==> src/rtl/ttsl_pkg.sv <==
`timescale 1ns / 1ps
`default_nettype none
// ----------------------------------------------------------------------------
// ttsl_pkg
// Shared types, glyph table and segment placement functions for the
// text to segment LCD frame builder.
// ----------------------------------------------------------------------------
package ttsl_pkg;

  localparam int CODE_W      = 7;
  localparam int WORD_W      = 27;
  localparam int LINE_COUNT  = 4;
  localparam int POS_W       = 4;
  localparam int MAX_DIGITS  = 10;
  localparam int DIGIT_COUNT_DEFAULT = 10;

  localparam logic [CODE_W-1:0] CHAR_PERIOD = 7'h2E;
  localparam logic [CODE_W-1:0] CHAR_COMMA  = 7'h2C;
  localparam logic [CODE_W-1:0] CODE_FIRST  = 7'h20;
  localparam logic [CODE_W-1:0] CODE_LAST   = 7'h5F;

  typedef logic [7:0]        segs_t;
  typedef logic [WORD_W-1:0] word_t;
  typedef word_t [LINE_COUNT-1:0] frame_t;

  localparam segs_t DP_BIT = 8'h80;

  localparam int SEG_BASE [MAX_DIGITS] = '{1, 4, 6, 9, 11, 14, 16, 19, 21, 24};

  localparam segs_t GLYPHS [64] = '{
    8'h00, 8'h82, 8'h22, 8'h7e, 8'h2d, 8'h72, 8'h3c, 8'h02,
    8'h31, 8'h0e, 8'h63, 8'h46, 8'h0c, 8'h40, 8'h80, 8'h36,
    8'h3f, 8'h06, 8'h5b, 8'h4f, 8'h66, 8'h6d, 8'h7d, 8'h07,
    8'h7f, 8'h6f, 8'h09, 8'h0d, 8'h60, 8'h48, 8'h42, 8'h83,
    8'h7b, 8'h77, 8'h7c, 8'h58, 8'h5e, 8'h79, 8'h71, 8'h3d,
    8'h76, 8'h04, 8'h0e, 8'h75, 8'h38, 8'h35, 8'h54, 8'h5c,
    8'h73, 8'h67, 8'h50, 8'h4d, 8'h78, 8'h3e, 8'h1c, 8'h3a,
    8'h64, 8'h6e, 8'h59, 8'h39, 8'h1b, 8'h0f, 8'h23, 8'h08
  };

  // Codes outside the table show blank.
  function automatic segs_t glyph_lookup(input logic [CODE_W-1:0] code);
    segs_t g;
    g = '0;
    if (code >= CODE_FIRST && code <= CODE_LAST) begin
      g = GLYPHS[6'(code - CODE_FIRST)];
    end
    return g;
  endfunction

  // OR one digit's segments into the frame; odd and even positions differ.
  function automatic frame_t place_digit(input frame_t f, input logic [POS_W-1:0] pos,
                                         input segs_t s);
    frame_t r;
    int     b;
    r = f;
    for (int p = 0; p < MAX_DIGITS; p++) begin
      b = SEG_BASE[p];
      if (pos == POS_W'(p)) begin
        if ((p % 2) == 1) begin
          r[3][b-1] = r[3][b-1] | s[0];
          r[3][b]   = r[3][b]   | s[5];
          r[3][b+1] = r[3][b+1] | s[1];
          r[2][b]   = r[2][b]   | s[4];
          r[2][b+1] = r[2][b+1] | s[6];
          r[1][b]   = r[1][b]   | s[2];
          r[1][b-1] = r[1][b-1] | s[3];
          r[1][b+1] = r[1][b+1] | s[7];
        end else begin
          r[3][b]   = r[3][b]   | s[5];
          r[3][b+1] = r[3][b+1] | s[0];
          r[2][b+2] = r[2][b+2] | s[1];
          r[2][b]   = r[2][b]   | s[4];
          r[2][b+1] = r[2][b+1] | s[6];
          r[1][b+1] = r[1][b+1] | s[2];
          r[1][b]   = r[1][b]   | s[3];
          r[0][b+2] = r[0][b+2] | s[7];
        end
      end
    end
    return r;
  endfunction

  // The comma mark lives on line 0, one above the position's base bit.
  function automatic frame_t place_comma(input frame_t f, input logic [POS_W-1:0] pos);
    frame_t r;
    r = f;
    for (int p = 0; p < MAX_DIGITS; p++) begin
      if (pos == POS_W'(p)) begin
        r[0][SEG_BASE[p]+1] = 1'b1;
      end
    end
    return r;
  endfunction

endpackage
`default_nettype wire

==> src/rtl/ttsl_if.sv <==
`timescale 1ns / 1ps
`default_nettype none
// ----------------------------------------------------------------------------
// ttsl_in_if / ttsl_out_if
// Valid/ready channels for characters in and segment frames out.
// ----------------------------------------------------------------------------
interface ttsl_in_if;
  logic                          valid;
  logic                          ready;
  logic [ttsl_pkg::CODE_W-1:0]   char_code;
  logic                          last_char;

  modport source (output valid, output char_code, output last_char, input ready);
  modport sink   (input valid, input char_code, input last_char, output ready);
endinterface

interface ttsl_out_if;
  logic                 valid;
  logic                 ready;
  ttsl_pkg::word_t      com0_out;
  ttsl_pkg::word_t      com1_out;
  ttsl_pkg::word_t      com2_out;
  ttsl_pkg::word_t      com3_out;

  modport source (output valid, output com0_out, output com1_out, output com2_out,
                  output com3_out, input ready);
  modport sink   (input valid, input com0_out, input com1_out, input com2_out,
                  input com3_out, output ready);
endinterface
`default_nettype wire

==> src/rtl/text_to_segment_lcd_frame_top.sv <==
`timescale 1ns / 1ps
`default_nettype none
// ----------------------------------------------------------------------------
// text_to_segment_lcd_frame_top
// Builds four 27-bit LCD common-line words from a string of characters.
// ----------------------------------------------------------------------------
// Usage:
// Characters arrive on in_bus, one beat per character, with last_char set on
// the final character of a string. Each character is looked up in a
// seven-segment glyph table and held until the next beat shows whether a
// '.' or ',' follows; the held digit is then placed into the frame. Up to
// DIGIT_COUNT digits are drawn and later characters are ignored.
// Only a last character produces an out_bus beat carrying the four line
// words; other beats produce nothing.
// The frame appears on out_bus in the cycle after the last character
// is accepted. Throughput: one character per cycle while in_bus.ready is high;
// the per-character work is a table lookup and a ten-way bit placement ahead
// of the state and output registers.
// Stalls: the result sits in a single output register. in_bus.ready stays
// high while that register is empty or being drained, so a stalled receiver
// holds off new characters only while a finished frame is still waiting.
// Reset: rst_n (synchronous) empties the output register and arms the
// builder to start a new string with a cleared frame.
// ----------------------------------------------------------------------------
module text_to_segment_lcd_frame_top #(
  parameter int DIGIT_COUNT = ttsl_pkg::DIGIT_COUNT_DEFAULT
) (
  input  wire           clk,
  input  wire           rst_n,
  ttsl_in_if.sink       in_bus,
  ttsl_out_if.source    out_bus
);

  // Builder state.
  ttsl_pkg::segs_t                held_r, held_nxt;
  logic [ttsl_pkg::POS_W-1:0]     pos_r, pos_nxt;
  logic                           start_r, start_nxt;
  ttsl_pkg::frame_t               words_r, words_nxt;

  // Output register.
  logic                           out_valid_r, out_valid_nxt;
  ttsl_pkg::frame_t               out_words_r, out_words_nxt;

  // Values after this character, before the final placement.
  ttsl_pkg::segs_t                glyph;
  ttsl_pkg::segs_t                held_mid;
  logic [ttsl_pkg::POS_W-1:0]     pos_mid;
  ttsl_pkg::frame_t               words_mid;
  ttsl_pkg::frame_t               frame_fin;
  logic                           in_ready;
  logic                           accept;

  // A new beat is taken whenever the output register is free or emptying.
  assign in_ready     = !out_valid_r || out_bus.ready;
  assign in_bus.ready = in_ready;
  assign accept       = in_bus.valid && in_ready;

  always_comb begin
    glyph     = ttsl_pkg::glyph_lookup(in_bus.char_code);
    held_mid  = held_r;
    pos_mid   = pos_r;
    words_mid = words_r;

    if (start_r) begin
      // The first character is always a digit, even a separator.
      words_mid = '0;
      held_mid  = glyph;
      pos_mid   = '0;
    end else if (pos_r < ttsl_pkg::POS_W'(DIGIT_COUNT)) begin
      if (in_bus.char_code == ttsl_pkg::CHAR_PERIOD ||
          in_bus.char_code == ttsl_pkg::CHAR_COMMA) begin
        held_mid = held_r | ttsl_pkg::DP_BIT;
        if (in_bus.char_code == ttsl_pkg::CHAR_COMMA) begin
          words_mid = ttsl_pkg::place_comma(words_r, pos_r);
        end
      end else begin
        words_mid = ttsl_pkg::place_digit(words_r, pos_r, held_r);
        pos_mid   = pos_r + 1'b1;
        held_mid  = glyph;
      end
    end

    // On the last character the held digit is drawn if there is room.
    frame_fin = words_mid;
    if (pos_mid < ttsl_pkg::POS_W'(DIGIT_COUNT)) begin
      frame_fin = ttsl_pkg::place_digit(words_mid, pos_mid, held_mid);
    end
  end

  always_comb begin
    held_nxt      = held_r;
    pos_nxt       = pos_r;
    start_nxt     = start_r;
    words_nxt     = words_r;
    out_words_nxt = out_words_r;
    out_valid_nxt = out_valid_r && !out_bus.ready;

    if (accept) begin
      held_nxt  = held_mid;
      pos_nxt   = pos_mid;
      words_nxt = words_mid;
      start_nxt = 1'b0;
      if (in_bus.last_char) begin
        words_nxt     = frame_fin;
        out_words_nxt = frame_fin;
        out_valid_nxt = 1'b1;
        start_nxt     = 1'b1;
      end
    end
  end

  always_ff @(posedge clk) begin
    if (!rst_n) begin
      held_r      <= '0;
      pos_r       <= '0;
      start_r     <= 1'b1;
      words_r     <= '0;
      out_valid_r <= 1'b0;
    end else begin
      held_r      <= held_nxt;
      pos_r       <= pos_nxt;
      start_r     <= start_nxt;
      words_r     <= words_nxt;
      out_valid_r <= out_valid_nxt;
    end
  end

  // Payload register needs no reset.
  always_ff @(posedge clk) begin
    out_words_r <= out_words_nxt;
  end

  assign out_bus.valid    = out_valid_r;
  assign out_bus.com0_out = out_words_r[0];
  assign out_bus.com1_out = out_words_r[1];
  assign out_bus.com2_out = out_words_r[2];
  assign out_bus.com3_out = out_words_r[3];

endmodule
`default_nettype wire

==> src/flat_wrapper.sv <==
// flat-port wrapper written by rule: the top's interface ports become plain ports
module text_to_segment_lcd_frame_top_flat 
#(
  parameter int DIGIT_COUNT = ttsl_pkg::DIGIT_COUNT_DEFAULT
)
  (clk, rst_n, in_bus_valid, in_bus_char_code, in_bus_last_char, in_bus_ready, out_bus_valid, out_bus_com0_out, out_bus_com1_out, out_bus_com2_out, out_bus_com3_out, out_bus_ready);
  ttsl_in_if in_bus_i ();
  ttsl_out_if out_bus_i ();
  input  wire clk;
  input  wire rst_n;
  input wire logic [$bits(in_bus_i.valid)-1:0] in_bus_valid;
  input wire logic [$bits(in_bus_i.char_code)-1:0] in_bus_char_code;
  input wire logic [$bits(in_bus_i.last_char)-1:0] in_bus_last_char;
  output wire logic [$bits(in_bus_i.ready)-1:0] in_bus_ready;
  output wire logic [$bits(out_bus_i.valid)-1:0] out_bus_valid;
  output wire logic [$bits(out_bus_i.com0_out)-1:0] out_bus_com0_out;
  output wire logic [$bits(out_bus_i.com1_out)-1:0] out_bus_com1_out;
  output wire logic [$bits(out_bus_i.com2_out)-1:0] out_bus_com2_out;
  output wire logic [$bits(out_bus_i.com3_out)-1:0] out_bus_com3_out;
  input wire logic [$bits(out_bus_i.ready)-1:0] out_bus_ready;
  assign in_bus_i.valid = in_bus_valid;
  assign in_bus_i.char_code = in_bus_char_code;
  assign in_bus_i.last_char = in_bus_last_char;
  assign in_bus_ready = in_bus_i.ready;
  assign out_bus_valid = out_bus_i.valid;
  assign out_bus_com0_out = out_bus_i.com0_out;
  assign out_bus_com1_out = out_bus_i.com1_out;
  assign out_bus_com2_out = out_bus_i.com2_out;
  assign out_bus_com3_out = out_bus_i.com3_out;
  assign out_bus_i.ready = out_bus_ready;
  text_to_segment_lcd_frame_top #(.DIGIT_COUNT(DIGIT_COUNT)) u_core (.clk(clk), .rst_n(rst_n), .in_bus(in_bus_i), .out_bus(out_bus_i));
endmodule
==> config.mk <==
export PLATFORM = sky130hd
export DESIGN_NAME = text_to_segment_lcd_frame_top_flat
export DESIGN_NICKNAME = d
export VERILOG_FILES = /design/src/rtl/ttsl_pkg.sv /design/src/rtl/ttsl_if.sv /design/src/rtl/text_to_segment_lcd_frame_top.sv /design/src/flat_wrapper.sv
export SDC_FILE = /design/constraint.sdc
export NUM_CORES = 1
export LEC_CHECK = 0
export BUFFER_PORTS_ARGS = -buffer_cell sky130_fd_sc_hd__buf_2
export CAP_MARGIN = 25
export CORE_UTILIZATION = 30
export DETAILED_ROUTE_END_ITERATION = 10
export HOLD_SLACK_MARGIN = 0.15
export PLACE_DENSITY = 0.47
export SYNTH_ARGS = -nofsm -noshare
export SYNTH_HDL_FRONTEND = slang
export SYNTH_SLANG_ARGS = --single-unit
==> constraint.sdc <==
create_clock -name clk -period 3.4 [get_ports clk]
set_clock_uncertainty 0.1 [all_clocks]
set_input_delay 0.17 -clock clk [delete_from_list [all_inputs] [get_ports clk]]
set_output_delay 0.17 -clock clk [all_outputs]
set_load 0.005 [all_outputs]
After elaboration in Yosys (flattened, before gate mapping)
Memory sizes are Yosys's and may differ from the RTL's.
Cells that the tools add are included.
- ROM bits: 512
- output and inout bits: 110
- register bits: 230
- memories kept: 1
- logic and storage cells: 325
- $lt $le $gt $ge: 5
- reduce and logical (&&, ||, !) cells: 10
- muxes and demuxes: 114
- bitwise operators: 161
- add/subtract/negate cells: 2
- eq/ne operators: 20
- memory list (memory ; depth ; width ; rd ports ; clocked after Yosys merged registers in ; write ports ; line ; RTL):
    (no name shown) ; 64 ; 8 ; 1 ; 0 ; 0 ; ttsl_pkg.sv:46 ; g = GLYPHS[6'(code - CODE_FIRST)];
- operators by type and width (operator ; count):
    2-to-1 mux 107 bit ; 4
    bitwise OR 1 bit ; 160
    2-to-1 mux 3 bit ; 46
    2-to-1 mux 108 bit ; 1
    2-to-1 mux 2 bit ; 30
    2-to-1 mux 8 bit ; 6
    equality test 4 x 3 -> 1 bit, second input constant ; 8
    2-to-1 mux 26 bit ; 1
    2-to-1 mux 1 bit ; 23
    equality test 4 x 2 -> 1 bit, second input constant ; 4
    equality test 4 bit, second input constant ; 4
    equality test 7 x 6 -> 1 bit, second input constant ; 2
    2-to-1 mux 4 bit ; 3
    equality test 4 x 1 -> 1 bit, second input constant ; 2
    zero test 4 bit ; 2
    less-than comparator 4 bit, second input constant ; 2
    greater-or-equal comparator 7 x 6 -> 1 bit, second input constant ; 1
    greater-or-equal comparator 7 bit, second input constant ; 1
    <= comparator 7 bit, second input constant ; 1
    NOT 6 -> 7 bit ; 1
    subtractor 6 bit, second input constant ; 1
    adder 4 x 1 -> 4 bit, second input constant ; 1
    logical AND 1 bit ; 3
    zero test 1 bit ; 2
    other kinds (2) ; 3

Longest topological paths before layout
Gate-level depths: netlist of the first run.
- word-level depth: 17
- mapped depth: 12

Worst setup path after synthesis of the first run
OpenSTA, ideal clock, no wires.
- path type: register to register
- start point: reg u_core.out_valid_r, in the netlist u_core.out_bus.valid
- end point: reg u_core.out_words_r (netlist bit u_core.out_bus.com0_out[0]), enable pin
- slack: -0.385 ns
- path buffers: 2
- period minus slack after synthesis: 3.785 ns
- arrival time: 3.223 ns
- cell stages (with the launch flop): 7
- cell sequence: dfxtp_1 > nand2b_1 > and2_1 > clkbuf_1 > clkbuf_1 > nand2_1 > inv_1
- longest elaborated chain between the ends: 4
- RTL lines (what ; line ; RTL):
    start, declared ; text_to_segment_lcd_frame_top.sv:41 ; logic out_valid_r, out_valid_nxt;
    start signal, assigned ; text_to_segment_lcd_frame_top.sv:124 ; out_valid_r <= out_valid_nxt;
    zero test 1 bit ; text_to_segment_lcd_frame_top.sv:54 ; assign in_ready = !out_valid_r || out_bus.ready;
    logical OR 1 bit ; text_to_segment_lcd_frame_top.sv:54 ;
    net in_bus_ready ; flat_wrapper.sv:14 ; output wire logic [$bits(in_bus_i.ready)-1:0] in_bus_ready;
    logical AND 1 bit ; text_to_segment_lcd_frame_top.sv:56 ; assign accept = in_bus.valid && in_ready;
    AND reduction 2 bit (no line) ; - ;
    end signal, assigned ; text_to_segment_lcd_frame_top.sv:130 ; out_words_r <= out_words_nxt;
    end, declared ; text_to_segment_lcd_frame_top.sv:42 ; ttsl_pkg::frame_t out_words_r, out_words_nxt;
The timed path passes the listed nets, and every way through them passes these cells.
A chain may end at the register's enable or synchronous reset.

Worst setup path in the final report of the first run
- start point: reg u_core.pos_r[1] (netlist bit)
- end point: reg u_core.words_r[49] (netlist bit)
- longest elaborated chain between the ends: 9
- RTL lines (what ; line ; RTL):
    start, declared ; text_to_segment_lcd_frame_top.sv:36 ; logic [ttsl_pkg::POS_W-1:0] pos_r, pos_nxt;
    start signal, assigned ; text_to_segment_lcd_frame_top.sv:121 ; pos_r <= pos_nxt;
    branches (longest 8 deep; another with adder 4 x 1 -> 4 bit) ; - ;
    2-to-1 mux 107 bit * ; text_to_segment_lcd_frame_top.sv:103 ; if (in_bus.last_char) begin
    end signal, assigned ; text_to_segment_lcd_frame_top.sv:123 ; words_r <= words_nxt;
    end, declared ; text_to_segment_lcd_frame_top.sv:38 ; ttsl_pkg::frame_t words_r, words_nxt;
Mark *: on every way between the ends.

==> flow_summary.yaml, run 1 <==
power:
  ir_drop_uv: 257.7
  p_leak_nw: 4.278
  p_per_area_nw_per_um2: 492.4
  total_power_mw: 6.057
cts:
  cts_inserted_buffers: 24
  htree_num_levels: 1
  tritoncts: "done"
  clockBufferDepth: 3
  post_cts_resized: 0
  cts_sinks: 230
  clk_latency_ps: 530
  ctsRootBufferMaster: "clkbuf_16"
  clk_pin_slew_ps: 60
timing:
  finalSetupTns_ps: 0
  tightestPinTransition_ps: 1044
  rsz0062_at_grt: "false"
  period_needed_ps: 2864
  setup_viol: 0
  hold_viol_final: 0
  fmax_mhz: 349.2
  drv_slew: 0
  post-route-period-util_pct: 84.23
  relSlewSlack_pct: 30.38
detailed_routing:
  drc: 0
  postRouteAntennaNets: 0
  avgRoutedWirePerCell_um: 21.24
  drtIter0Drc: 902
  vias: 8672
  totalWireLength_mm: 33.85
  first_pass_iters: 6
  viasPerCell: 5.440
finish:
  layout-drive-gt1-share_pct: 20.33
  stdcell_count: 1594
  area_delta_synth_final_pct: 19.46
  n_fill_cell: 3427
  fin_nets: 1153
  stdcell_area_sq_um: 12300
  n_antenna_cell: 0
placement:
  dpl_cell_area_sq_um: 11530
  portBuffers: 121
  hpwl_mm: 21.62
  gp_congestion: 0.8303
  placedCellCount: 1546
yosys:
  synth_nets: 1060
  synth-main-ff-cell: "dfxtp_1"
  synth-seq-cells: 230
  synth.avg_cell_area_sq_um: 9.948
  syn_inst: 1035
  synthArstFlopShare_pct: 0
  synth_area_sq_um: 10300
  ys_warn_count: 0
  ys_seq_area_share_pct: 55.22
  synth-edff-count: 108
  synth_cell_types: 70
hold_path:
  hold_class: "primary input to flip-flop"
  hp-start: "in_bus_valid"
setup_path:
  path_max_fanout: 10
  cp.arrival_ps: 3200
  crit_path_start: "u_core.pos_r[1]$_SDFFE_PN0P_"
  critPathKind: "flip-flop to flip-flop"
  crit_required_ps: 3740
  regToRegStartpoint: "u_core.pos_r[1]$_SDFFE_PN0P_"
  worst_setup_path_end_kind: "flip-flop"
  worstSetupStartpointType: "flip-flop"
floorplan:
  pin_count: 122
  rows: 67
  die_y_um: 187.3
  dieArea_sq_um: 35060
  coreArea_sq_um: 33620
  die_width_um: 187.3
  start_util_pct: 30.63
grt:
  grt_max_degree: 109
  antenna_found_initial: 0
  grt_use_total_pct: 18.94
  grt_pass1_vias: 8348
  grt_first_pass_wirelength_mm: 51.68
  overflow: 0
outcome:
  outcome: "finished clean"
flow_run:
  drv_cap: 0
## per-layer routing
layer	part of all wire, %	wire length, um	global-route usage [%]
met1	46	15420	26.81
met2	46	15540	30.27
met3	6.0	2039	1.989
met4	2.5	851	5.832
met5	0	0	0
## flip-flops by register name (all words and copies together), names as in the netlist
signal / flops
u_core.pos_r: 4
u_core.out_bus.com0_out: 27
u_core.out_bus.valid: 1
u_core.out_bus.com3_out: 27
u_core.words_r: 108
u_core.held_r: 8
u_core.out_bus.com1_out: 27
u_core.out_bus.com2_out: 27
u_core.start_r: 1
## placed cells by master (no fill, tap or decap), drive strengths merged, types with 4 or more instances in the layout
| master | count |
|---|---|
| buf | 173 |
| dlygate4sd3 | 4 |
| nor2b | 31 |
| inv | 11 |
| clkbuf | 37 |
| nand2b | 6 |
| o311ai | 7 |
| nor3b | 4 |
| and2 | 26 |
| a221oi | 4 |
| nor2 | 39 |
| clkinv | 7 |
| mux2 | 4 |
| o211ai | 12 |
| o22ai | 141 |
| edfxtp | 108 |
| a22oi | 7 |
| nor3 | 6 |
| ha | 13 |
| and3 | 25 |
| a21oi | 177 |
| dfxtp | 122 |
| mux2i | 7 |
| a22o | 10 |
| o21ai | 38 |
| nand2 | 58 |
| nand3 | 15 |
## path summary, 6_finish.rpt
kind | to | slack (ps) | cells past startpoint
setup / recovery | u_core.words_r[49]$_SDFFE_PN0P_ | 540 | 9
hold / removal | u_core.pos_r[0]$_SDFFE_PN0P_ | 170 | 4
setup reg to reg | u_core.words_r[49]$_SDFFE_PN0P_ | 540 | 9
hold reg to reg | u_core.words_r[20]$_SDFFE_PN0P_ | 370 | 2
## per-stage QoR
stage	util [%]	setup slack, ps	hold slack [ps]
floorplan	-	249.6	286.5
global placement	34.31	528.0	348.9
detailed placement	34.31	498.4	357.0
CTS	36.59	556.7	173.4
global route	36.59	430.4	187.1
finish	36.59	536.0	170.5
## report_power, final
part / internal, mW / leakage, nW / switching, mW
Combinational: 0.191 / 1.91 / 0.392
Sequential: 2.96 / 2.01 / 0.0381
Clock: 1.40 / 0.353 / 1.08
Total: 4.55 / 4.28 / 1.51
## Yosys cell counts (all sizes together) (4+ instances only)
| cell | number | share of area (%) |
|---|---|---|
| nand3 | 15 | 0.78 |
| nor2 | 39 | 1.4 |
| a21oi | 177 | 8.6 |
| inv | 12 | 0.44 |
| mux2i | 7 | 0.68 |
| a22o | 10 | 0.85 |
| dfxtp | 122 | 24 |
| o21ai | 38 | 1.8 |
| o311ai | 7 | 0.84 |
| and2 | 26 | 1.6 |
| a221oi | 4 | 0.34 |
| nor3b | 4 | 0.29 |
| clkbuf | 90 | 3.3 |
| edfxtp | 108 | 31 |
| buf | 20 | 0.89 |
| nand2 | 58 | 2.2 |
| a22oi | 7 | 0.51 |
| nand2b | 6 | 0.36 |
| mux2 | 4 | 0.44 |
| o22ai | 141 | 8.9 |
| nor2b | 31 | 1.9 |
| o211ai | 12 | 0.87 |
| and3 | 25 | 1.5 |
| ha | 13 | 1.6 |
| nor3 | 6 | 0.34 |
## cell families after synthesis
logic type / Yosys count / synth area share [%]
simple gates: 225 / 11.52
buf+inv: 123 / 4.642
fa+ha+maj: 13 / 1.580
xor+xnor: 3 / 0.2552
compound gates: 430 / 25.67
mux: 11 / 1.118
flops: 230 / 55.22
## area by class of cell
type                       instances  area [sq um]  share of cell area, %
clock buffer                      37         690.7                  5.615
clock inverter                     7         35.03                 0.2848
inverter                          13         52.55                 0.4273
multi-input combinational        682          4148                  33.72
sequential                       230          5689                  46.26
tap                              448         560.5                  4.557
timing repair buffer             177          1124                  9.135
## worst max-delay path, cell delays in order (launching register included)
cell,delay (ps)
dfxtp_1,600
inv_1,120
ha_1,370
nor2b_1,140
o311ai_0,160
buf_4,200
o311ai_4,110
nand3_2,310
or2_1,480
o22ai_2,200
## repair_timing
| action | CTS | global route |
|---|---|---|
| hold buffers | 4 | 0 |
| setup buffers | 0 | 0 |
| endpoints found under the hold margin | 20 | 0 |
No activity file was read; power rests on OpenSTA's default activity.
==> run 2, diff against run 1 <==
ABC_AREA = 1   (was default)
clock period = 2.55 ns   (was 3.4 ns; I/O delays follow)
==> run 2 against run 1 <==
Compared with the run above: hold slack improved by 81 ps; largest cell class unchanged; register-to-register slack got worse by 280 ps; cell count rose by 13%; via count rose by 7.1%; largest power group unchanged; setup slack got worse by 280 ps; critical endpoint is now u_core.out_bus.com2_out[22]$_DFFE_PP_; total power rose by 46%; non-clock buffer count rose by 18; clock-buffer cell count did not move.
==> flow_summary.yaml, run 2 <==
outcome:
  outcome: "finished clean"
hold_path:
  hold_class: "primary input to flip-flop"
  hp-start: "out_bus_ready"
timing:
  finalSetupTns_ps: 0
  relSlewSlack_pct: 51.40
  tightestPinTransition_ps: 729.0
  rsz0062_at_grt: "false"
  drv_slew: 0
  setup_viol: 0
  post-route-period-util_pct: 89.95
  hold_viol_final: 0
  period_needed_ps: 2294
  fmax_mhz: 436.0
yosys:
  synth_area_leaders: "edfxtp_1 (29%), dfxtp_1 (22%), o211ai_1 (6.0%)"
  synth_cell_types: 34
  synth.most_common_cell: "nand2_1"
  synthTopCellsByCount: "nand2_1 (131), dfxtp_1 (122), edfxtp_1 (108)"
  synth-edff-count: 108
  synth.largest_area_cell: "edfxtp_1"
  syn_inst: 1186
  synthArstFlopShare_pct: 0
  netlist.area_leader.share_pct: 29.32
  synth_area_sq_um: 11060
  synth.avg_cell_area_sq_um: 9.325
  synth-seq-cells: 230
  synth-main-ff-cell: "dfxtp_1"
  synth_nets: 1211
  ys_seq_area_share_pct: 51.41
  ys_warn_count: 0
cts:
  clk_latency_ps: 530
  cts_inserted_buffers: 26
  tritoncts: "done"
  htree_num_levels: 1
  clk_pin_slew_ps: 60
  clockBufferDepth: 3
  ctsRootBufferMaster: "clkbuf_16"
  postCtsSetupRepairBufs: 0
  cts_sinks: 230
setup_path:
  worstSetupStartpointType: "flip-flop"
  path_max_fanout: 15
  crit_path_start: "u_core.pos_r[1]$_SDFFE_PN0P_"
  regToRegStartpoint: "u_core.pos_r[1]$_SDFFE_PN0P_"
  crit_required_ps: 2820
  cp.arrival_ps: 2570
  critPathKind: "flip-flop to flip-flop"
  worst_setup_path_end_kind: "flip-flop"
power:
  p_seq_share_pct: 45.4
  p_leak_nw: 4.947
  intPower_mw: 6.560
  p_switching_mw: 2.255
  total_power_mw: 8.815
  power_frac_clock_pct: 42.7
  comb_power_share_pct: 11.9
  p_per_area_nw_per_um2: 652.0
  swShare_pct: 25.58
  ir_drop_uv: 350.4
finish:
  layout-drive-gt1-share_pct: 20.94
  fin_nets: 1347
  largest_reg_flops: 108
  area_delta_synth_final_pct: 22.24
  final_common_cell: "nand2_1"
  stdcell_area_sq_um: 13520
  regMostFlops: "u_core.words_r"
  n_antenna_cell: 0
  stdcell_count: 1803
  final_cell_mix: "nand2_1 (130), dfxtp_1 (122), buf_2 (121)"
floorplan:
  start_util_pct: 30.79
  dieArea_sq_um: 37640
  die_width_um: 194
  pin_count: 122
  coreArea_sq_um: 35910
  die_y_um: 194
  rows: 69
detailed_routing:
  drc: 0
  postRouteAntennaNets: 0
  viasPerCell: 5.151
  totalWireLength_mm: 33.85
  vias: 9288
  avgRoutedWirePerCell_um: 18.77
  drtIter0Drc: 606
  first_pass_iters: 5
grt:
  grt_util_met3_pct: 2.226
  grt_first_pass_wirelength_mm: 52.59
  grt_use_total_pct: 17.61
  met1_usage_pct: 24.60
  use_met2_pct: 28.60
  antenna_found_initial: 0
  overflow: 0
  grt_max_degree: 95
  grt_pass1_vias: 8777
  busiest_layer: "met2"
placement:
  portBuffers: 121
  placedCellCount: 1751
  dpl_cell_area_sq_um: 12620
  gp_congestion: 0.8097
  hpwl_mm: 22.11
flow_run:
  drv_cap: 0
-- run 2: cell count changes after synthesis, sizes merged, moves of 25 or more --
cell	previous run	this run
nand3	15	118
a22o	10	60
nor2	39	111
o22ai	141	1
inv	12	84
and3	25	0
o21bai	1	80
and2	26	0
o211ai	12	88
a21oi	177	104
nor2b	31	0
clkbuf	90	48
nand2	58	139
-- run 2: path summary, 6_finish.rpt --
check,cells after the start,slack [ps],to
hold / removal,6,250,u_core.held_r[4]$_SDFFE_PN0P_
setup / recovery,11,260,u_core.out_bus.com2_out[22]$_DFFE_PP_
setup reg to reg,11,260,u_core.out_bus.com2_out[22]$_DFFE_PP_
hold reg to reg,2,330,u_core.words_r[11]$_SDFFE_PN0P_
-- run 2: power by group through the flow --
stage	combinational, mW	clock, mW	sequential (mW)
2_1_floorplan	0.558	0	4.08
3_3_place_gp	1.05	0	4.08
3_5_place_dp	1.05	0	4.08
4_1_cts	1.05	3.88	4.00
5_1_grt	1.14	4.00	4.01
6_report	1.05	3.77	4.00
-- run 2: metrics by stage --
stage | hold WS [ps] | utilization, % | setup WS [ps]
global route | 295.2 | 37.64 | 81.39
CTS | 239.4 | 37.64 | 225.8
global placement | 325.2 | 35.15 | 103.2
detailed placement | 327.7 | 35.15 | 76.29
finish | 251.9 | 37.64 | 256.2
floorplan | 125.1 | - | 260.1
-- run 2: layout make-up --
type | count | area [sq um]
fill | 3658 | 22400
sequential | 230 | 5685
multi-input combinational | 783 | 4628
clock inverter | 11 | 131.4
tap | 461 | 576.8
clock buffer | 37 | 723.2
inverter | 86 | 327.8
timing repair buffer | 195 | 1446
-- run 2: logic make-up (layout without fill, tap and decap cells) --
kind of cell | after synthesis | in the layout | share of synthesized area (%)
buffers and inverters | 173 | 329 | 6.766
adders and majority gates | 13 | 13 | 1.471
xor gates and xnor gates | 1 | 1 | 0.07921
AOI/OAI and AO/OA | 382 | 382 | 23.32
and+or+nand+nor | 387 | 387 | 16.96
DFF | 230 | 230 | 51.41
-- run 2: layer usage --
layer / routed length, um / vias up
met5: 0 / -
met4: 649 / 0
met3: 1433 / 40
met2: 15790 / 217
met1: 15970 / 4528
li1: - / 4503
-- run 2: worst max-delay path, stage by stage (launching register included) --
cell and delay, ps:
dfxtp_1 350, buf_4 160, ha_1 200, xnor2_1 170
nand3_1 110, nand2_1 80, nand2_2 90, nand2_1 110
nand2_2 100, nor2_4 400, inv_1 100, o21ai_0 160
-- run 2: what timing repair did --
item | in CTS | in global routing
gates resized for setup | 0 | 0
hold buffers | 4 | 0
endpoints found under the hold margin | 29 | 0
==> run 3, diff against run 2 <==
SETUP_SLACK_MARGIN = 0.5   (was default)
==> run 3 against run 2 <==
Compared with the run above: wire length rose by 6.1%; first-iteration DRC count rose by 16%; register-to-register slack improved by 270 ps; total power rose by 3.9%; die area did not move; critical path type unchanged; combinational power rose by 11%; sequential share of layout area fell by 1.7 points; highest routed layer unchanged.
==> flow_summary.yaml, run 3 (synthesized netlist as in run 2, its figures left out) <==
flow_run:
  drv_cap: 0
detailed_routing:
  drtIter0Drc: 703
  drc: 0
  totalWireLength_mm: 35.92
  postRouteAntennaNets: 0
  first_pass_iters: 5
  vias: 9468
  avgRoutedWirePerCell_um: 19.79
  viasPerCell: 5.217
finish:
  n_antenna_cell: 0
  largest_reg_flops: 108
  stdcell_area_sq_um: 14110
  stdcell_count: 1815
  final_common_cell: "buf_2"
  utilization_pct: 39.30
  fin_nets: 1359
  regMostFlops: "u_core.words_r"
  area_delta_synth_final_pct: 27.62
  layout-drive-gt1-share_pct: 24.96
  final_cell_mix: "buf_2 (121), dfxtp_1 (118), nand2_1 (117)"
floorplan:
  start_util_pct: 30.79
  dieArea_sq_um: 37640
  die_width_um: 194
  coreArea_sq_um: 35910
  rows: 69
  die_y_um: 194
  pin_count: 122
timing:
  fmax_mhz: 495.1
  hold_viol_final: 0
  fin_ws_ps: 530.2
  tightestPinTransition_ps: 692.6
  hold_slack_ps: 228.9
  post-route-period-util_pct: 79.21
  drv_slew: 0
  period_needed_ps: 2020
  relSlewSlack_pct: 53.76
  finalSetupTns_ps: 0
  setup_viol: 0
  rsz0062_at_grt: "true"
grt:
  grt_pass1_vias: 9066
  grt_first_pass_wirelength_mm: 53.39
  overflow: 0
  grt_max_degree: 101
  grt_use_total_pct: 17.81
  antenna_found_initial: 1
cts:
  cts_inserted_buffers: 26
  ctsRootBufferMaster: "clkbuf_16"
  htree_num_levels: 1
  clockBufferDepth: 3
  clk_pin_slew_ps: 60
  clk_latency_ps: 550
  tritoncts: "done"
  cts_sinks: 230
setup_path:
  worstSetupStartpointType: "flip-flop"
  worst_setup_path_end_kind: "flip-flop"
  crit_required_ps: 2750
  critPathKind: "flip-flop to flip-flop"
  cp.arrival_ps: 2220
  path_max_fanout: 14
hold_path:
  hold_class: "primary input to flip-flop"
placement:
  hpwl_mm: 22.14
  gp_congestion: 0.8351
  placedCellCount: 1747
  dp_slack_ps: 149.2
  portBuffers: 121
  dpl_cell_area_sq_um: 12690
power:
  p_per_area_nw_per_um2: 649.0
  total_power_mw: 9.160
  ir_drop_uv: 321.8
  p_leak_nw: 5.183
outcome:
  outcome: "finished clean"
[run 3: layout make-up]
class	count	area, sq um
tap	461	576.8
timing repair buffer	207	1764
sequential	230	5695
fill	3564	21800
clock buffer	30	675.6
clock inverter	18	220.2
multi-input combinational	783	4836
inverter	86	345.3
[run 3: power breakdown]
group	switching [mW]	total, mW	internal [mW]
logic	0.771	1.17	0.398
registers	0.0544	4.01	3.96
clock network	1.58	3.98	2.40
total	2.41	9.16	6.75
[run 3: worst max-delay path: stages, from the launching register on]
cell,delay [ps]
dfxtp_4,390
o21ai_4,240
nand3_2,130
nand2_1,90
nand3_1,200
nand2_4,210
nor2_4,70
buf_12,140
a22o_1,200
[run 3: what timing repair did]
action | in CTS | in global routing
cloned | 0 | 7
resized for setup | 12 | 63
pin swaps | 3 | 18
endpoints found under the hold margin | 20 | 0
buffers inserted | 1 | 7
hold buffers | 5 | 0
setup endpoints to repair | 133 | 184
[run 3: final timing paths]
check                                        from                               endpoint  slack [ps]  depth (start not counted)
hold reg to reg   u_core.words_r[27]$_SDFFE_PN0P_        u_core.words_r[27]$_SDFFE_PN0P_         330                          2
setup reg to reg     u_core.pos_r[1]$_SDFFE_PN0P_  u_core.out_bus.com1_out[22]$_DFFE_PP_         530                          8
hold / removal                in_bus_char_code[5]           u_core.pos_r[3]$_SDFFE_PN0P_         230                          6
setup / recovery     u_core.pos_r[1]$_SDFFE_PN0P_  u_core.out_bus.com1_out[22]$_DFFE_PP_         530                          8
[run 3: routing by layer]
layer | global-route usage, % | share of wire (%)
met5 | 0 | 0
met2 | 29.39 | 47
met4 | 4.262 | 1.9
met3 | 2.174 | 5.1
met1 | 24.74 | 46
